`src/rtl/core/pfp_pkg.sv`:
```
package pfp_pkg;

  // Size of the body buffer in bytes; the body length saturates one below it.
  localparam int unsigned BUFFER_BYTES = 32;
  localparam int unsigned LEN_W        = $clog2(BUFFER_BYTES);

  // Field widths.
  localparam int unsigned BYTE_W  = 8;
  localparam int unsigned COORD_W = 16;
  localparam int unsigned CIDX_W  = 2;

  // APB port geometry.
  localparam int unsigned APB_DATA_W = 32;
  localparam int unsigned APB_ADDR_W = 3;

  // Frame bytes.
  localparam logic [BYTE_W-1:0] HEADER_BYTE  = 8'hFF;
  localparam logic [BYTE_W-1:0] KIND_CORNER  = 8'h01;
  localparam logic [BYTE_W-1:0] KIND_CURRENT = 8'h02;
  localparam logic [BYTE_W-1:0] END_BYTE     = 8'hFE;

  // Reset values of the coordinate limits.
  localparam logic [COORD_W-1:0] X_LIMIT_RESET = 16'd350;
  localparam logic [COORD_W-1:0] Y_LIMIT_RESET = 16'd250;

  // Register indexes, taken from byte address bit 2.
  localparam logic REG_X_LIMIT = 1'b0;
  localparam logic REG_Y_LIMIT = 1'b1;

  // Point kinds as carried in the result.
  localparam logic KIND_BIT_CURRENT = 1'b0;
  localparam logic KIND_BIT_CORNER  = 1'b1;

  typedef enum logic [1:0] {
    PH_HUNT = 2'd0,
    PH_KIND = 2'd1,
    PH_BODY = 2'd2
  } phase_t;

endpackage

```
`src/rtl/core/pfp_in_if.sv`:
```
interface pfp_in_if;
  logic                        valid;
  logic                        ready;
  logic [pfp_pkg::BYTE_W-1:0]  rx_byte;

  modport source (output valid, output rx_byte, input ready);
  modport sink   (input valid, input rx_byte, output ready);
endinterface

```
`src/rtl/core/pfp_out_if.sv`:
```
interface pfp_out_if;
  logic                         valid;
  logic                         ready;
  logic                         point_kind;
  logic [pfp_pkg::COORD_W-1:0]  point_x;
  logic [pfp_pkg::COORD_W-1:0]  point_y;
  logic                         accepted;
  logic [pfp_pkg::CIDX_W-1:0]   corner_index;

  modport source (output valid, output point_kind, output point_x, output point_y,
                  output accepted, output corner_index, input ready);
  modport sink   (input valid, input point_kind, input point_x, input point_y,
                  input accepted, input corner_index, output ready);
endinterface

```
`src/rtl/core/point_frame_parser.sv`:
```
// Channel   Direction  Transfer moves
// in_ch     sink       one received byte (rx_byte)
// out_ch    source     one point (kind, x, y, accepted, corner index)
// cfg_*     APB slave  x_limit at address 0, y_limit at address 4
//
// Each byte is held in the input register and parsed from there; a new byte
// can be taken every cycle while no closing byte waits. A finished point sits
// in the output register until transferred, and only a frame-closing byte
// waits for it, so other bytes keep flowing while a point is held. Reset is
// synchronous and returns to hunting for a header with limits 350 and 250.
module point_frame_parser (
  input  logic                               clk,
  input  logic                               rst_n,
  pfp_in_if.sink                             in_ch,
  pfp_out_if.source                          out_ch,
  input  logic                               cfg_psel,
  input  logic                               cfg_penable,
  input  logic                               cfg_pwrite,
  input  logic [pfp_pkg::APB_ADDR_W-1:0]     cfg_paddr,
  input  logic [pfp_pkg::APB_DATA_W-1:0]     cfg_pwdata,
  output logic [pfp_pkg::APB_DATA_W-1:0]     cfg_prdata,
  output logic                               cfg_pready
);
  import pfp_pkg::*;

  // Configuration registers.
  logic [COORD_W-1:0] x_limit_r;
  logic [COORD_W-1:0] y_limit_r;
  logic               cfg_wr;
  logic               cfg_sel;

  // Input register.
  logic              s1_valid_r;
  logic [BYTE_W-1:0] s1_byte_r;

  // Parser state.
  phase_t            phase_r, phase_nxt;
  logic              frame_kind_r, frame_kind_nxt;
  logic [BYTE_W-1:0] prev_byte_r;
  logic [LEN_W-1:0]  body_len_r, body_len_nxt;
  logic [BYTE_W-1:0] body_r [4];
  logic [BYTE_W-1:0] body_nxt [4];
  logic [CIDX_W-1:0] corner_cnt_r, corner_cnt_nxt;

  // Output register.
  logic               out_valid_r;
  logic               out_kind_r;
  logic [COORD_W-1:0] out_x_r;
  logic [COORD_W-1:0] out_y_r;
  logic               out_acc_r;
  logic [CIDX_W-1:0]  out_cidx_r;

  logic               frame_end;
  logic               out_free;
  logic               s1_fire;
  logic               in_fire;
  logic               len_short;
  logic [BYTE_W-1:0]  view [4];
  logic [COORD_W-1:0] px;
  logic [COORD_W-1:0] py;
  logic               cur_ok;

  // APB register port.
  assign cfg_pready = 1'b1;
  assign cfg_sel    = cfg_paddr[2];
  assign cfg_wr     = cfg_psel && cfg_penable && cfg_pwrite;

  always_comb begin
    case (cfg_sel)
      REG_X_LIMIT: cfg_prdata = APB_DATA_W'(x_limit_r);
      default:     cfg_prdata = APB_DATA_W'(y_limit_r);
    endcase
  end

  always_ff @(posedge clk) begin
    if (!rst_n) begin
      x_limit_r <= X_LIMIT_RESET;
      y_limit_r <= Y_LIMIT_RESET;
    end else if (cfg_wr) begin
      if (cfg_sel == REG_X_LIMIT) begin
        x_limit_r <= cfg_pwdata[COORD_W-1:0];
      end else begin
        y_limit_r <= cfg_pwdata[COORD_W-1:0];
      end
    end
  end

  // Handshake: only a closing byte needs room in the output register.
  assign frame_end = (phase_r == PH_BODY) && (s1_byte_r == END_BYTE) &&
                     (prev_byte_r == END_BYTE);
  assign out_free  = !out_valid_r || out_ch.ready;
  assign s1_fire   = s1_valid_r && (!frame_end || out_free);
  assign in_ch.ready = !s1_valid_r || s1_fire;
  assign in_fire   = in_ch.valid && in_ch.ready;

  always_ff @(posedge clk) begin
    if (!rst_n) begin
      s1_valid_r <= 1'b0;
    end else if (in_ch.ready) begin
      s1_valid_r <= in_ch.valid;
    end
  end

  always_ff @(posedge clk) begin
    if (in_fire) begin
      s1_byte_r <= in_ch.rx_byte;
    end
  end

  // Next phase of the frame grammar.
  always_comb begin
    phase_nxt = phase_r;
    unique case (phase_r)
      PH_KIND: begin
        if (s1_byte_r == KIND_CORNER || s1_byte_r == KIND_CURRENT) begin
          phase_nxt = PH_BODY;
        end else begin
          phase_nxt = PH_HUNT;
        end
      end
      PH_BODY: begin
        if (frame_end) begin
          phase_nxt = PH_HUNT;
        end
      end
      default: begin
        if (s1_byte_r == HEADER_BYTE) begin
          phase_nxt = PH_KIND;
        end
      end
    endcase
  end

  // Body view with the terminating zero placed at the current length.
  assign len_short = body_len_r < LEN_W'(4);

  always_comb begin
    for (int i = 0; i < 4; i++) begin
      view[i] = body_r[i];
    end
    if (len_short) begin
      view[body_len_r[1:0]] = '0;
    end
  end

  assign px     = {view[0], view[1]};
  assign py     = {view[2], view[3]};
  assign cur_ok = (px != '0) && (py != '0) && (px <= x_limit_r) && (py <= y_limit_r);

  // Datapath updates per byte.
  always_comb begin
    frame_kind_nxt = frame_kind_r;
    body_len_nxt   = body_len_r;
    corner_cnt_nxt = corner_cnt_r;
    for (int i = 0; i < 4; i++) begin
      body_nxt[i] = body_r[i];
    end
    unique case (phase_r)
      PH_KIND: begin
        if (s1_byte_r == KIND_CORNER) begin
          frame_kind_nxt = KIND_BIT_CORNER;
        end else if (s1_byte_r == KIND_CURRENT) begin
          frame_kind_nxt = KIND_BIT_CURRENT;
        end
      end
      PH_BODY: begin
        if (frame_end) begin
          for (int i = 0; i < 4; i++) begin
            body_nxt[i] = view[i];
          end
          frame_kind_nxt = KIND_BIT_CURRENT;
          if (frame_kind_r == KIND_BIT_CORNER) begin
            corner_cnt_nxt = corner_cnt_r + CIDX_W'(1);
          end
        end else if (body_len_r < LEN_W'(BUFFER_BYTES - 1)) begin
          if (len_short) begin
            body_nxt[body_len_r[1:0]] = s1_byte_r;
          end
          body_len_nxt = body_len_r + LEN_W'(1);
        end
      end
      default: begin
        if (s1_byte_r == HEADER_BYTE) begin
          body_len_nxt = '0;
        end
      end
    endcase
  end

  always_ff @(posedge clk) begin
    if (!rst_n) begin
      phase_r      <= PH_HUNT;
      frame_kind_r <= KIND_BIT_CURRENT;
      prev_byte_r  <= '0;
      body_len_r   <= '0;
      corner_cnt_r <= '0;
      for (int i = 0; i < 4; i++) begin
        body_r[i] <= '0;
      end
    end else if (s1_fire) begin
      phase_r      <= phase_nxt;
      frame_kind_r <= frame_kind_nxt;
      prev_byte_r  <= s1_byte_r;
      body_len_r   <= body_len_nxt;
      corner_cnt_r <= corner_cnt_nxt;
      for (int i = 0; i < 4; i++) begin
        body_r[i] <= body_nxt[i];
      end
    end
  end

  // Output register.
  always_ff @(posedge clk) begin
    if (!rst_n) begin
      out_valid_r <= 1'b0;
    end else if (s1_fire && frame_end) begin
      out_valid_r <= 1'b1;
    end else if (out_ch.ready) begin
      out_valid_r <= 1'b0;
    end
  end

  always_ff @(posedge clk) begin
    if (s1_fire && frame_end) begin
      out_x_r <= px;
      out_y_r <= py;
      if (frame_kind_r == KIND_BIT_CORNER) begin
        out_kind_r <= KIND_BIT_CORNER;
        out_acc_r  <= 1'b1;
        out_cidx_r <= corner_cnt_r;
      end else begin
        out_kind_r <= KIND_BIT_CURRENT;
        out_acc_r  <= cur_ok;
        out_cidx_r <= '0;
      end
    end
  end

  assign out_ch.valid        = out_valid_r;
  assign out_ch.point_kind   = out_kind_r;
  assign out_ch.point_x      = out_x_r;
  assign out_ch.point_y      = out_y_r;
  assign out_ch.accepted     = out_acc_r;
  assign out_ch.corner_index = out_cidx_r;

endmodule

```
`src/flat_wrapper.sv`:
```
// flat-port wrapper written by rule: the top's interface ports become plain ports
module point_frame_parser_flat import pfp_pkg::*;
  (clk, rst_n, cfg_psel, cfg_penable, cfg_pwrite, cfg_paddr, cfg_pwdata, cfg_prdata, cfg_pready, in_ch_valid, in_ch_rx_byte, in_ch_ready, out_ch_valid, out_ch_point_kind, out_ch_point_x, out_ch_point_y, out_ch_accepted, out_ch_corner_index, out_ch_ready);
  pfp_in_if in_ch_i ();
  pfp_out_if out_ch_i ();
  input  logic clk;
  input  logic rst_n;
  input  logic cfg_psel;
  input  logic cfg_penable;
  input  logic cfg_pwrite;
  input  logic [pfp_pkg::APB_ADDR_W-1:0] cfg_paddr;
  input  logic [pfp_pkg::APB_DATA_W-1:0] cfg_pwdata;
  output logic [pfp_pkg::APB_DATA_W-1:0] cfg_prdata;
  output logic cfg_pready;
  input wire logic [$bits(in_ch_i.valid)-1:0] in_ch_valid;
  input wire logic [$bits(in_ch_i.rx_byte)-1:0] in_ch_rx_byte;
  output wire logic [$bits(in_ch_i.ready)-1:0] in_ch_ready;
  output wire logic [$bits(out_ch_i.valid)-1:0] out_ch_valid;
  output wire logic [$bits(out_ch_i.point_kind)-1:0] out_ch_point_kind;
  output wire logic [$bits(out_ch_i.point_x)-1:0] out_ch_point_x;
  output wire logic [$bits(out_ch_i.point_y)-1:0] out_ch_point_y;
  output wire logic [$bits(out_ch_i.accepted)-1:0] out_ch_accepted;
  output wire logic [$bits(out_ch_i.corner_index)-1:0] out_ch_corner_index;
  input wire logic [$bits(out_ch_i.ready)-1:0] out_ch_ready;
  assign in_ch_i.valid = in_ch_valid;
  assign in_ch_i.rx_byte = in_ch_rx_byte;
  assign in_ch_ready = in_ch_i.ready;
  assign out_ch_valid = out_ch_i.valid;
  assign out_ch_point_kind = out_ch_i.point_kind;
  assign out_ch_point_x = out_ch_i.point_x;
  assign out_ch_point_y = out_ch_i.point_y;
  assign out_ch_accepted = out_ch_i.accepted;
  assign out_ch_corner_index = out_ch_i.corner_index;
  assign out_ch_i.ready = out_ch_ready;
  point_frame_parser u_core (.clk(clk), .rst_n(rst_n), .in_ch(in_ch_i), .out_ch(out_ch_i), .cfg_psel(cfg_psel), .cfg_penable(cfg_penable), .cfg_pwrite(cfg_pwrite), .cfg_paddr(cfg_paddr), .cfg_pwdata(cfg_pwdata), .cfg_prdata(cfg_prdata), .cfg_pready(cfg_pready));
endmodule
```
`config.mk`:
```
export PLATFORM = sky130hd
export DESIGN_NAME = point_frame_parser_flat
export DESIGN_NICKNAME = d
export VERILOG_FILES = /design/src/rtl/core/pfp_pkg.sv /design/src/rtl/core/pfp_in_if.sv /design/src/rtl/core/pfp_out_if.sv /design/src/rtl/core/point_frame_parser.sv /design/src/flat_wrapper.sv
export SDC_FILE = /design/constraint.sdc
export NUM_CORES = 1
export LEC_CHECK = 0
export ABC_CLOCK_PERIOD_IN_PS = 3400
export CAP_MARGIN = 15
export CORE_UTILIZATION = 25
export CTS_CLUSTER_DIAMETER = 120
export DETAILED_ROUTE_END_ITERATION = 10
export DONT_BUFFER_PORTS = 1
export PLACE_DENSITY = 0.38
export SETUP_SLACK_MARGIN = 0.02
export SKIP_LAST_GASP = 1
export SLEW_MARGIN = 10
export SYNTH_ARGS = -nofsm -noshare
export SYNTH_HDL_FRONTEND = slang
export SYNTH_SLANG_ARGS = --single-unit
```
`constraint.sdc`:
```
create_clock -name clk -period 3.4 [get_ports clk]
set_input_delay 0.51 -clock clk [delete_from_list [all_inputs] [get_ports clk]]
set_output_delay 0.51 -clock clk [all_outputs]
set_load 0.005 [all_outputs]
```
### After elaboration in Yosys (flattened, before gate mapping)

Memories as Yosys holds them, arrays and structs flattened.
Index checks and enable logic that the tools add are counted.

| storage, ports and cells | value |
|---|---|
| RAM bits | 32 |
| ROM bits | 0 |
| memories kept | 1 |
| register bits | 96 |
| word-level logic and storage cells | 106 |
| bits in latches | 0 |

Memories:

| name | words | bits a word | read ports | clocked after Yosys merged registers in | write ports | RTL line | text |
|---|---|---|---|---|---|---|---|
| u_core.body_r | 4 | 8 | 4 | 0 | 4 | point_frame_parser.sv:41 | `logic [BYTE_W-1:0] body_r [4];` |

| cells by class | value |
|---|---|
| $add $sub $neg | 2 |
| eq/ne operators | 11 |
| div/mod/pow operators | 0 |
| order comparisons | 6 |
| reduce and logical (&&, ||, !) cells | 30 |
| shifts and indexed selects | 0 |
| multiply operators | 0 |
| bitwise gates (word level) | 9 |
| mux-type cells | 32 |

Operators by type and width:

| cell | number |
|---|---|
| $mux W32 | 5 |
| $mux W8 | 5 |
| $and A32 B32 Y32 | 1 |
| $bwmux W32 | 1 |
| $le A16 B16 Y1 | 2 |
| $not A32 Y32 | 1 |
| $reduce_bool A16 Y1 | 2 |
| $eq A8 B8 Y1 const B | 3 |
| $demux W8 S2 | 1 |
| $mux W16 | 1 |
| $mux W5 | 3 |
| $logic_and A1 B1 Y1 | 11 |
| $mux W1 | 10 |
| $pmux W5 S2 | 1 |
| $eq A8 B1 Y1 const B | 1 |
| $eq A8 B2 Y1 const B | 1 |
| $reduce_and A4 Y1 | 2 |
| $mux W2 | 3 |
| $reduce_bool A2 Y1 | 3 |
| $add A5 B1 Y5 const B | 1 |
| $lt A5 B3 Y1 const B | 1 |
| $lt A5 B5 Y1 const B | 1 |
| $reduce_and A5 Y1 | 1 |
| $logic_or A1 B1 Y1 | 4 |
| other kinds (17) | 25 |

### Longest topological paths before layout

Gate-level depths: netlist of the first run.

| logic depth | value |
|---|---|
| word-level depth | 12 |
| depth in mapped cells | 11 |

### Least setup slack after synthesis of the first run

OpenSTA, ideal clock, no wires.

| timing path | value |
|---|---|
| kind | flip-flop to flip-flop |
| from | register u_core.s1_byte_r[7] |
| to | memory u_core.body_r[0][0], enable pin |
| stages on the path, launching flop included | 8 |
| buffers on the path | 2 |
| path slack | -0.133 ns |
| data arrival time | 3.095 ns |
| cell sequence | edfxtp_1 -> and4_4 -> nand4_4 -> or2_1 -> buf_2 -> buf_2 -> a21oi_1 -> o21ai_0 |

RTL lines:

| item | RTL line | text |
|---|---|---|
| start: declaration | point_frame_parser.sv:34 | `logic [BYTE_W-1:0] s1_byte_r;` |
| start signal: assignment | point_frame_parser.sv:106 | `s1_byte_r <= in_ch.rx_byte;` |
| end: declaration | point_frame_parser.sv:41 |  |

==> metrics.md, run 1 <==
| Metric | Value |
|---|---|
| Final hold vios | 0 |
| WL per Instance | 19.0 um |
| Die Wd | between 150 and 200 um |
| GRT met3 Usage | under 10% |
| LEAKAGE | 2.67 nW |
| CP max stage delay | 0.40 ns |
| Post-CTS Setup Bufs | 0 |
| CTS tree | built |
| Worst VDD drop | ~0.23 mV |
| Most crowded layer after global routing | met2 |
| PD cells | roughly 510 nW/um2 |
| GR Util met2 | 23.1% |
| Clk sinks | 128 |
| Largest net degree at the start of global routing | 35 |
| Largest family of logic cells by synthesized area | simple AND/OR/NAND/NOR gates |
| Pre-Repair DR Iteration Count | 5 |
| Vias | 4,755 |
| Boundary Pins | 121 |
| Slew HR | 54.8% |
| Worst path top cell family by delay | compound AO/OA/AOI/OAI gates |
| Worst hold path type | in2reg |
| Htree depth | 4 |
| XOR/XNOR Fraction of Synth Area | 0.272% |
| DRT antenna net count | 0 |
| Setup violations, final | 0 |
| Crit-path cells | inv_1 > ha_1 > nand2_1 > and2_1 > ha_1 > a21oi_1 > nand2_1 > a221oi_1 > o211ai_1 > a211oi_1 |
| Vias in the first global route | 4,687 |
| First-pass GRT wire length | 28,400 um |
| Total negative setup slack | 0 ns |
| Rows | 58 |
| Initial antenna violation count | 0 |
| Post-layout min period | 2.92 ns |
| Net count, final | 722 |
| Mux contribution to synthesized area | 0.797% |
| FFs w/ async S/R, synth | 0% |
| Slowest CP cell | ha_1 |
| EDFF count, synth | between 70 and 80 |
| Synth cell types | 59 |
| Die Area | between 20,000 and 30,000 um2 |
| Syn Area/Cell | 10.1 um2 |
| Routability cong. | approximately 0.77 |
| Core Region | 25,200 um2 |
| Post-Syn Area | around 6400 um2 |
| Syn Inst Count | 635 |
| 1st-iter DRT viols | 336 |
| Status | complete, no violations |
| Crit. End Element | flop |
| CTS root buf | clkbuf_16 |
| GR met1 Demand/Resource | about a fifth |
| Antenna diodes | 0 |
| Max Cap Viol | 0 |
| FILL cells | 2,600 |
| Vias per inst | 4.87 |
| GRT Util Overall | 14.6% |
| Max clock buf depth | 2 |
| Commonest non-fill, non-tap cells in the layout | nand2_1 (96), edfxtp_1 (76), dfxtp_1 (52) |
| Die extent in y | about 160 um |
| Worst-Skew Late Latency | between 0.4 and 0.5 ns |
| Hold_buf cts | 0 |
| RSZ-0062 raised after global routing | false |
| CP max FO | 10 |
| YS warnings | 0 |
| Worst path arrival time | 3.17 ns |
| Pwr Total | 3.74 mW |
| Crit Path Class | reg2reg |
| Port bufs | 0 |
| Reg clk slew, reported paths | 0.06 ns |
| Post-Synth Simple-Gate Area | 17.3% |
| Crit path buf inv count | 1 |
| Pins over their slew limit | 0 |
| Worst Path Required | 3.66 ns |
| Sequential area share after synthesis | 51.6% |
| Post-synthesis adder-cell area fraction | under 10% |
| Setup crit start kind | flop |
| GR Overflow Total | 0 |
| Fraction of the mapped netlist area in compound gates | between 10% and 20% |
| Fmax | approximately 340 MHz |
| Initial cell density of the core | 25.6% |
| Post_cts resized | 0 |
| DPL Wire Length | 13,300 um |
| Routed Wire Length | ~19,000 um |
| Most used flip-flop cell after synthesis | edfxtp_1 |
| DRC | 0 |
| CTS buffer count | 17 |
| Worst clock skew | 0.00828 ns |
| Final period util | 85.7% |
| Worst Tran Pin Value | about 0.68 ns |
| Area Overhead vs Synth | 14.0% |
| Commonest non-fill, non-tap cell in the layout | nand2_1 |
| Share of layout cells above drive strength 1 | 9.27% |
| Yosys reg bits | about 130 |
==> state kept, by name, indices dropped and copies added (netlist names), 5 cells and up <==
name	flops
u_core.body_r	32
u_core.x_limit_r	16
u_core.y_limit_r	16
u_core.out_ch.point_x	16
u_core.prev_byte_r	8
u_core.s1_byte_r	8
u_core.out_ch.point_y	16
u_core.body_len_r	5
==> through the flow <==
stage,util [%],instances,instance area [um2],setup slack [ns],hold WS (ns)
after floorplan,-,650,6490,0.515,0.435
after global placement,26.8,945,6740,0.487,0.443
after detailed placement,26.8,945,6740,0.456,0.449
after CTS,29.1,977,7330,0.476,0.165
after global routing,29.1,977,7330,0.235,0.159
final,29.1,977,7330,0.485,0.176
==> worst paths after layout <==
kind	from	endpoint	slack (ns)	cells after the start
worst max-delay path	u_core.body_len_r[0]$_SDFFE_PN0P_	u_core.out_ch.accepted$_SDFFCE_PP1P_	0.48	10
worst max register to register	u_core.body_len_r[0]$_SDFFE_PN0P_	u_core.out_ch.accepted$_SDFFCE_PP1P_	0.48	10
worst min-delay path	in_ch_rx_byte[0]	u_core.s1_byte_r[0]$_DFFE_PP_	0.18	0
worst min register to register	u_core.x_limit_r[13]$_SDFFE_PN0P_	u_core.x_limit_r[13]$_SDFFE_PN0P_	0.46	2
==> synthesized netlist by cell type, drive strengths merged (5+ instances only) <==
cell type  instances  area (um2)
nand2             96         360
buf               32         213
nor4              11        68.8
o31ai              5        57.6
a22o              10        87.6
o211ai            15         113
nand4              8        80.1
clkbuf            18        67.6
dfxtp             52        1040
and3               5        31.3
a32oi             29         254
nor2              45         169
and2              34         213
edfxtp            76        2280
a21oi             38         190
ha                38         475
nand3              7        35.0
o21ai             21         105
inv               42         158
==> power by group <==
| part | switching (mW) | leakage [nW] | internal (mW) |
|---|---|---|---|
| sequential | 0.0527 | 1.15 | 1.68 |
| clock | 0.753 | 0.295 | 1.08 |
| combinational | 0.110 | 1.22 | 0.0665 |
==> layout make-up <==
| class | count | area [um2] | area share (%) |
|---|---|---|---|
| tap | 330 | 413 | 5.63 |
| timing repair buffer | 15 | 113 | 1.54 |
| clock inverter | 11 | 88.8 | 1.21 |
| inverter | 43 | 161 | 2.20 |
| clock buffer | 21 | 504 | 6.87 |
| sequential | 128 | 3320 | 45.3 |
| multi-input combinational | 429 | 2730 | 37.2 |
==> logic make-up (layout without fill, tap and decap cells) <==
family	count (synthesis)	after routing
flip-flops	128	128
AND/OR/NAND/NOR	227	227
other	2	17
XOR/XNOR	2	2
adder cells (fa/ha/maj)	38	38
AO/OA/AOI/OAI	140	140
multiplexers	5	5
buffers and inverters	93	90
==> routing by layer <==
metal | share of wire (%) | vias up | wire, um
li1 | - | 2255 | -
met1 | 46 | 2335 | 8550
met2 | 46 | 140 | 8600
met3 | 5.6 | 25 | 1040
met4 | 2.3 | 0 | 429
met5 | 0 | - | 0
Power figures use the tool's default switching activity.
==> run 2, diff against run 1 <==
--- a/config.mk
+++ b/config.mk
@@ -5,6 +5,7 @@
 export SDC_FILE = /design/constraint.sdc
 export NUM_CORES = 1
 export LEC_CHECK = 0
+export ABC_AREA = 1
 export ABC_CLOCK_PERIOD_IN_PS = 3400
 export CAP_MARGIN = 15
 export CORE_UTILIZATION = 25
==> metrics.md, run 2 <==
| Metric | Value |
|---|---|
| GR Util met2 | 23.8% (+0.76 points) |
| YS warnings | 0 (unchanged) |
| Fraction of the mapped netlist area in compound gates | 15.1% (-0.55 points) |
| Yosys reg bits | 128 (unchanged) |
| Worst Path Required | 3.57 ns (-0.09 ns) |
| Post-layout min period | 2.83 ns (-0.0813 ns) |
| First-pass GRT wire length | 30,600 um (+7.7%) |
| Share of layout cells above drive strength 1 | 7.92% (-1.4 points) |
| Initial antenna violation count | 0 (unchanged) |
| DRT antenna net count | 0 (unchanged) |
| Vias in the first global route | 5,059 (+7.9%) |
| GRT Util Overall | 14.6% (about the same) |
| Mux contribution to synthesized area | 0% (-0.80 points) |
| Reg clk slew, reported paths | 0.06 ns (about the same) |
| Worst clock skew | 0.00980 ns (+0.00152 ns) |
| Pins over their slew limit | 0 (unchanged) |
| Most crowded layer after global routing | met2 |
| GR Overflow Total | 0 (unchanged) |
| Synth cell types | 34 (-42%) |
| Worst VDD drop | 0.232 mV (+0.89%) |
| Post-synthesis adder-cell area fraction | 6.84% (-0.55 points) |
| Sequential area share after synthesis | 47.8% (-3.8 points) |
| Pre-Repair DR Iteration Count | 5 (unchanged) |
| Final Core Density | 28.9% (-0.20 points) |
| Antenna diodes | 0 (unchanged) |
| Top cells by area, synth | edfxtp_1 (33%), dfxtp_1 (15%), nand2_1 (12%) |
| Area Overhead vs Synth | 12.7% |
| Vias per inst | 4.24 (-13%) |
| Commonest non-fill, non-tap cell in the layout | nand2_1 |
| LEAKAGE | 3.30 nW (+24%) |
| WL per Instance | 16.1 um (-15%) |
| Most flop-heavy register | u_core.body_r |
| CTS tree | built |
| Fmax | 353 MHz (+2.9%) |
| Worst hold path type | in2reg |
| EDFF count, synth | 76 (unchanged) |
| Worst-Skew Late Latency | 0.42 ns (about the same) |
| Core Region | 27,100 um2 (+7.6%) |
| DRC | 0 (unchanged) |
| GR met1 Demand/Resource | 19.3% (+0.50 points) |
| Crit Path Class | reg2reg |
| Largest net degree at the start of global routing | 41 (+17%) |
| Die Area | 28,500 um2 (+8.0%) |
| 1st-iter DRT viols | 303 (-9.8%) |
| Final hold vios | 0 (unchanged) |
| DPL Wire Length | 13,900 um (+5.0%) |
| Die Wd | 169 um (+3.9%) |
| RSZ-0062 raised after global routing | false |
| Final period util | 83.4% (-2.4 points) |
| Port bufs | 0 (unchanged) |
| GRT met3 Usage | 2.90% (-0.74 points) |
| Die extent in y | 169 um (+3.9%) |
| Routed Wire Length | 19,800 um (+6.6%) |
| Clk sinks | 128 (unchanged) |
| Worst Tran Pin Value | 0.752 ns (+0.0761 ns) |
| XOR/XNOR Fraction of Synth Area | 0.378% (+0.11 points) |
| Htree depth | 4 (unchanged) |
| Commonest non-fill, non-tap cells in the layout | nand2_1 (225), o21ai_0 (101), inv_1 (100) |
| Top cells by count, synth | nand2_1 (225), o21ai_0 (102), inv_1 (101) |
| Slew HR | 49.6% (-5.2 points) |
| Post-Syn Area | 6950 um2 (+8.0%) |
| Setup violations, final | 0 (unchanged) |
| Initial cell density of the core | 25.7% (+0.10 points) |
| Max Cap Viol | 0 (unchanged) |
| Net count, final | 934 (+29%) |
| Worst path arrival time | 3.00 ns (-0.17 ns) |
| Worst R2R Path Depth | 13 (+3) |
| Max FFs per register | 32 (unchanged) |
| Hold_buf cts | 0 (unchanged) |
| CP max FO | 12 (+2) |
| FFs w/ async S/R, synth | 0% (unchanged) |
| Rows | 60 (+3.4%) |
| PD cells | 484 nW/um2 (-5.1%) |
| Post-CTS Setup Bufs | 0 (unchanged) |
| Top cell type's share of synthesized area | 32.8% (-2.6 points) |
| Synth area leader | edfxtp_1 |
| Post-route insts no fill | 1,231 (+26%) |
| Routability cong. | 0.753 (-1.7%) |
| Post_cts resized | 0 (unchanged) |
| Status | complete, no violations |
| Max clock buf depth | 2 (unchanged) |
| Boundary Pins | 121 (unchanged) |
| Crit. End Element | flop |
| Top-count cell post-synth | nand2_1 |
| Cells after DPL | 1,199 (+27%) |
| Setup crit start kind | flop |
| Post-Synth Simple-Gate Area | 19.3% (+2.1 points) |
| Syn Inst Count | 852 (+34%) |
| CTS buffer count | 17 (unchanged) |
| Total negative setup slack | 0 ns (unchanged) |
| Most used flip-flop cell after synthesis | edfxtp_1 |
| Vias | 5,225 (+9.9%) |
| CTS root buf | clkbuf_16 |
| Largest family of logic cells by synthesized area | simple AND/OR/NAND/NOR gates |
| Syn Area/Cell | 8.16 um2 (-19%) |
| Cell count of the worst hold path | 0 (unchanged) |
## run 2: changes by cell type in the layout (fill, tap and decap cells not counted), sizes merged, moves of 29 or more
cell,delta
o21ai,+90
a21oi,+50
and2,-34
inv,+64
nand2,+138
a32oi,-29
## run 2: critical path: stages (launching register included)
cell     delay (ns)
dfxtp_1        0.36
inv_1          0.10
ha_1           0.18
nand3_1        0.35
nand2_1        0.15
inv_1          0.11
ha_1           0.31
nand2_1        0.08
nor4_1         0.51
nand2_1        0.11
nand2_1        0.08
nand2_1        0.05
nand3_1        0.13
nand2_1        0.06
## run 2: cells by family after synthesis
group / count (synthesis)
XOR/XNOR: 3
flip-flops: 128
AO/OA/AOI/OAI: 204
buffers and inverters: 159
other: 2
adder cells (fa/ha/maj): 38
AND/OR/NAND/NOR: 318
## run 2: report_power, final
group | leakage (nW) | total (mW) | internal (mW) | switching (mW)
sequential | 1.15 | 1.71 | 1.68 | 0.0256
combinational | 1.87 | 0.238 | 0.0708 | 0.168
clock | 0.287 | 1.85 | 1.13 | 0.716
## run 2: final cells by class
type,instances,area [um2]
well taps,372,465
flip-flops and latches,128,3320
fillers,2951,19300
clock buffers,24,514
inverters,110,420
clock inverters,8,72.6
multi-input cells,580,2960
repair buffers,9,80.1
## run 2: path summary, 6_finish.rpt
| check | endpoint | from | slack, ns |
|---|---|---|---|
| worst max register to register | u_core.out_ch.accepted$_SDFFCE_PP1P_ | u_core.body_len_r[0]$_SDFFE_PN0P_ | 0.57 |
| worst min-delay path | u_core.s1_byte_r[3]$_DFFE_PP_ | in_ch_rx_byte[3] | 0.18 |
| worst min register to register | u_core.prev_byte_r[0]$_SDFFE_PN0N_ | u_core.prev_byte_r[0]$_SDFFE_PN0N_ | 0.48 |
| worst max-delay path | u_core.out_ch.accepted$_SDFFCE_PP1P_ | u_core.body_len_r[0]$_SDFFE_PN0P_ | 0.57 |
## run 2: stage by stage
step	worst slack (ns)	hold slack, ns	area, um2	power, mW
floorplan	0.666	0.450	7010	1.93
global placement	0.587	0.465	7250	1.99
detailed placement	0.570	0.474	7250	1.99
CTS	0.562	0.163	7840	3.84
global route	0.137	0.160	7840	3.95
finish	0.566	0.179	7840	3.79
## run 2: per-layer routing
layer	up-vias	share of wire [%]
li1	2751	-
met1	2371	49
met2	88	47
met3	15	3.3
met4	0	1.3
met5	-	0
==> run 3, diff against run 2 <==
--- a/config.mk
+++ b/config.mk
@@ -6,7 +6,7 @@
 export NUM_CORES = 1
 export LEC_CHECK = 0
 export ABC_AREA = 1
-export ABC_CLOCK_PERIOD_IN_PS = 3400
+export ABC_CLOCK_PERIOD_IN_PS = 2400
 export CAP_MARGIN = 15
 export CORE_UTILIZATION = 25
 export CTS_CLUSTER_DIAMETER = 120
==> constraint.sdc (replaced) <==
create_clock -name clk -period 2.4 [get_ports clk]
set_input_delay 0.36 -clock clk [delete_from_list [all_inputs] [get_ports clk]]
set_output_delay 0.36 -clock clk [all_outputs]
set_load 0.005 [all_outputs]
==> metrics.md, run 3 (synthesis results as in run 2) <==
| Metric | Value |
|---|---|
| Core Region | 27,100 um2 (unchanged) |
| Boundary Pins | 121 (unchanged) |
| Die Area | 28,500 um2 (unchanged) |
| Crit Path Class | reg2reg |
| Share of layout cells above drive strength 1 | 17.0% (+9.1 points) |
| Slowest CP cell | dfxtp_2 |
| Crit-path cells | inv_2 > ha_2 > nand3_2 > buf_6 > nand2_1 > inv_1 > ha_1 > nand2_1 > nor4_2 > buf_4 > nand2_1 > nand2_1 > nand2_1 > nand3_2 > nand2_1 |
| Final hold vios | 0 (unchanged) |
| Slew HR | 63.0% (+13 points) |
| WL per Instance | 16.1 um (-0.33%) |
| DPL Wire Length | 14,800 um (+6.6%) |
| Worst Tran Pin Value | 0.552 ns (-0.199 ns) |
| Worst Path Required | 2.58 ns (-0.99 ns) |
| Post-route cell area | 8510 um2 (+8.6%) |
| Initial cell density of the core | 25.7% (unchanged) |
| Met3 wire length | 728 um (+13%) |
| Worst hold slack | 0.0266 ns (-0.153 ns) |
| Crit. End Element | flop |
| Worst path arrival time | 2.42 ns (-0.58 ns) |
| Commonest non-fill, non-tap cell in the layout | nand2_1 |
| Uppermost layer routed | met4 |
| Placed Area | 7720 um2 (+6.4%) |
| Die Wd | 169 um (unchanged) |
| Rows | 60 (unchanged) |
| Vias in the first global route | 5,368 (+6.1%) |
| Footprint of the multi-input gates | 3110 um2 (+5.1%) |
| Area Overhead vs Synth | 22.4% |
| Most flop-heavy register | u_core.body_r |
| CP max FO | 6 (-6) |
| CTS buffer count | 17 (unchanged) |
| Met1 Wirelength | 10,200 um (+5.8%) |
| Worst clock skew | 0.00877 ns (-0.00103 ns) |
| WP depth | 15 (+2) |
| Fmax | 445 MHz (+26%) |
| Clk sinks | 128 (unchanged) |
| 1st-iter DRT viols | 291 (-4.0%) |
| Vias per inst | 4.35 (+2.5%) |
| Final Core Density | 31.4% (+2.5 points) |
| Pins over their slew limit | 0 (unchanged) |
| Pre-Repair DR Iteration Count | 5 (unchanged) |
| Htree depth | 4 (unchanged) |
| Routability cong. | 0.768 (+2.0%) |
| Reg clk slew, reported paths | 0.06 ns (about the same) |
| Total negative setup slack | 0 ns (unchanged) |
| CTS root buf | clkbuf_16 |
| Max FFs per register | 32 (unchanged) |
| Post-layout min period | 2.25 ns (-0.588 ns) |
| Reg2reg setup slack | 0.15 ns (-0.41 ns) |
| CTS tree | built |
| Worst hold path type | in2reg |
| First-pass GRT wire length | 31,800 um (+3.8%) |
| Antenna diodes | 0 (unchanged) |
| Vias | 5,614 (+7.4%) |
| Commonest non-fill, non-tap cells in the layout | nand2_1 (224), o21ai_0 (101), inv_1 (94) |
| Port bufs | 0 (unchanged) |
| Initial antenna violation count | 1 (+1) |
| Post-place setup slack | -0.0396 ns (-0.610 ns) |
| GR Overflow Total | 0 (unchanged) |
| DRT antenna net count | 0 (unchanged) |
| Cell count of the worst hold path | 0 (unchanged) |
| DRC | 0 (unchanged) |
| Max clock buf depth | 2 (unchanged) |
| FILL cells | 2,909 (-1.4%) |
| Largest net degree at the start of global routing | 36 (-12%) |
| Met2 WL | 9520 um (+2.4%) |
| Most used cell, CP | nand2_1 |
| PD cells | 648 nW/um2 (+34%) |
| Worst-Skew Late Latency | 0.42 ns (about the same) |
| Net count, final | 993 (+6.3%) |
| Final period util | 93.6% (+10 points) |
| Routed Wire Length | 20,700 um (+4.5%) |
| Max Cap Viol | 0 (unchanged) |
| GRT Util Overall | 14.9% (+0.36 points) |
| Die extent in y | 169 um (unchanged) |
| Worst VDD drop | 0.447 mV (+93%) |
| Post-CTS Setup Bufs | 0 (unchanged) |
| Worst path top cell family by delay | simple AND/OR/NAND/NOR gates |
| FF+latch area | 3330 um2 (+0.15%) |
| Fin worst setup slack | 0.154 ns (-0.412 ns) |
| Setup crit start kind | flop |
| LEAKAGE | 3.64 nW (+10%) |
| Status | complete, no violations |
| Setup violations, final | 0 (unchanged) |
| Crit path buf inv count | 4 (+2) |
| CP max stage delay | 0.33 ns (-0.18 ns) |
| Worst R2R Path Depth | 15 (+2) |
## run 3: cell type report
class	count	area share [%]
Clock inverter	6	0.456
Inverter	110	4.97
Tap cell	372	5.47
Timing Repair Buffer	68	6.69
Sequential cell	128	39.1
Multi-Input combinational cell	580	36.6
Clock buffer	26	6.72
## run 3: power breakdown
part | total, mW | internal, mW | switching (mW)
Sequential | 2.42 | 2.38 | 0.0397
Clock | 2.70 | 1.65 | 1.05
Combinational | 0.390 | 0.139 | 0.251
## run 3: worst paths after layout
path | start | end
hold / removal | in_ch_rx_byte[3] | u_core.s1_byte_r[3]$_DFFE_PP_
setup reg to reg | u_core.body_len_r[0]$_SDFFE_PN0P_ | u_core.out_ch.accepted$_SDFFCE_PP1P_
setup / recovery | u_core.body_len_r[0]$_SDFFE_PN0P_ | u_core.out_ch.accepted$_SDFFCE_PP1P_
hold reg to reg | u_core.x_limit_r[7]$_SDFFE_PN0P_ | u_core.x_limit_r[7]$_SDFFE_PN0P_
## run 3: timing repair
action                                  CTS  global route
pin swaps                                 0             6
endpoints found under the setup margin    1             1
gates cloned                              0             2
gates resized for setup                   4            32
hold buffers                              0             0
## run 3: stage by stage
| step | instances | total power, mW |
|---|---|---|
| finish | 1290 | 5.51 |
| global route | 1290 | 5.71 |
| CTS | 1288 | 5.57 |
| detailed placement | 1256 | 2.85 |
| global placement | 1256 | 2.85 |
| floorplan | 867 | 2.73 |
## run 3: per-layer routing
| metal | vias up | GRT usage (%) |
|---|---|---|
| li1 | 2877 | - |
| met5 | - | 0 |
| met4 | 0 | 4.47 |
| met1 | 2602 | 20.4 |
| met3 | 19 | 2.81 |
| met2 | 116 | 23.9 |
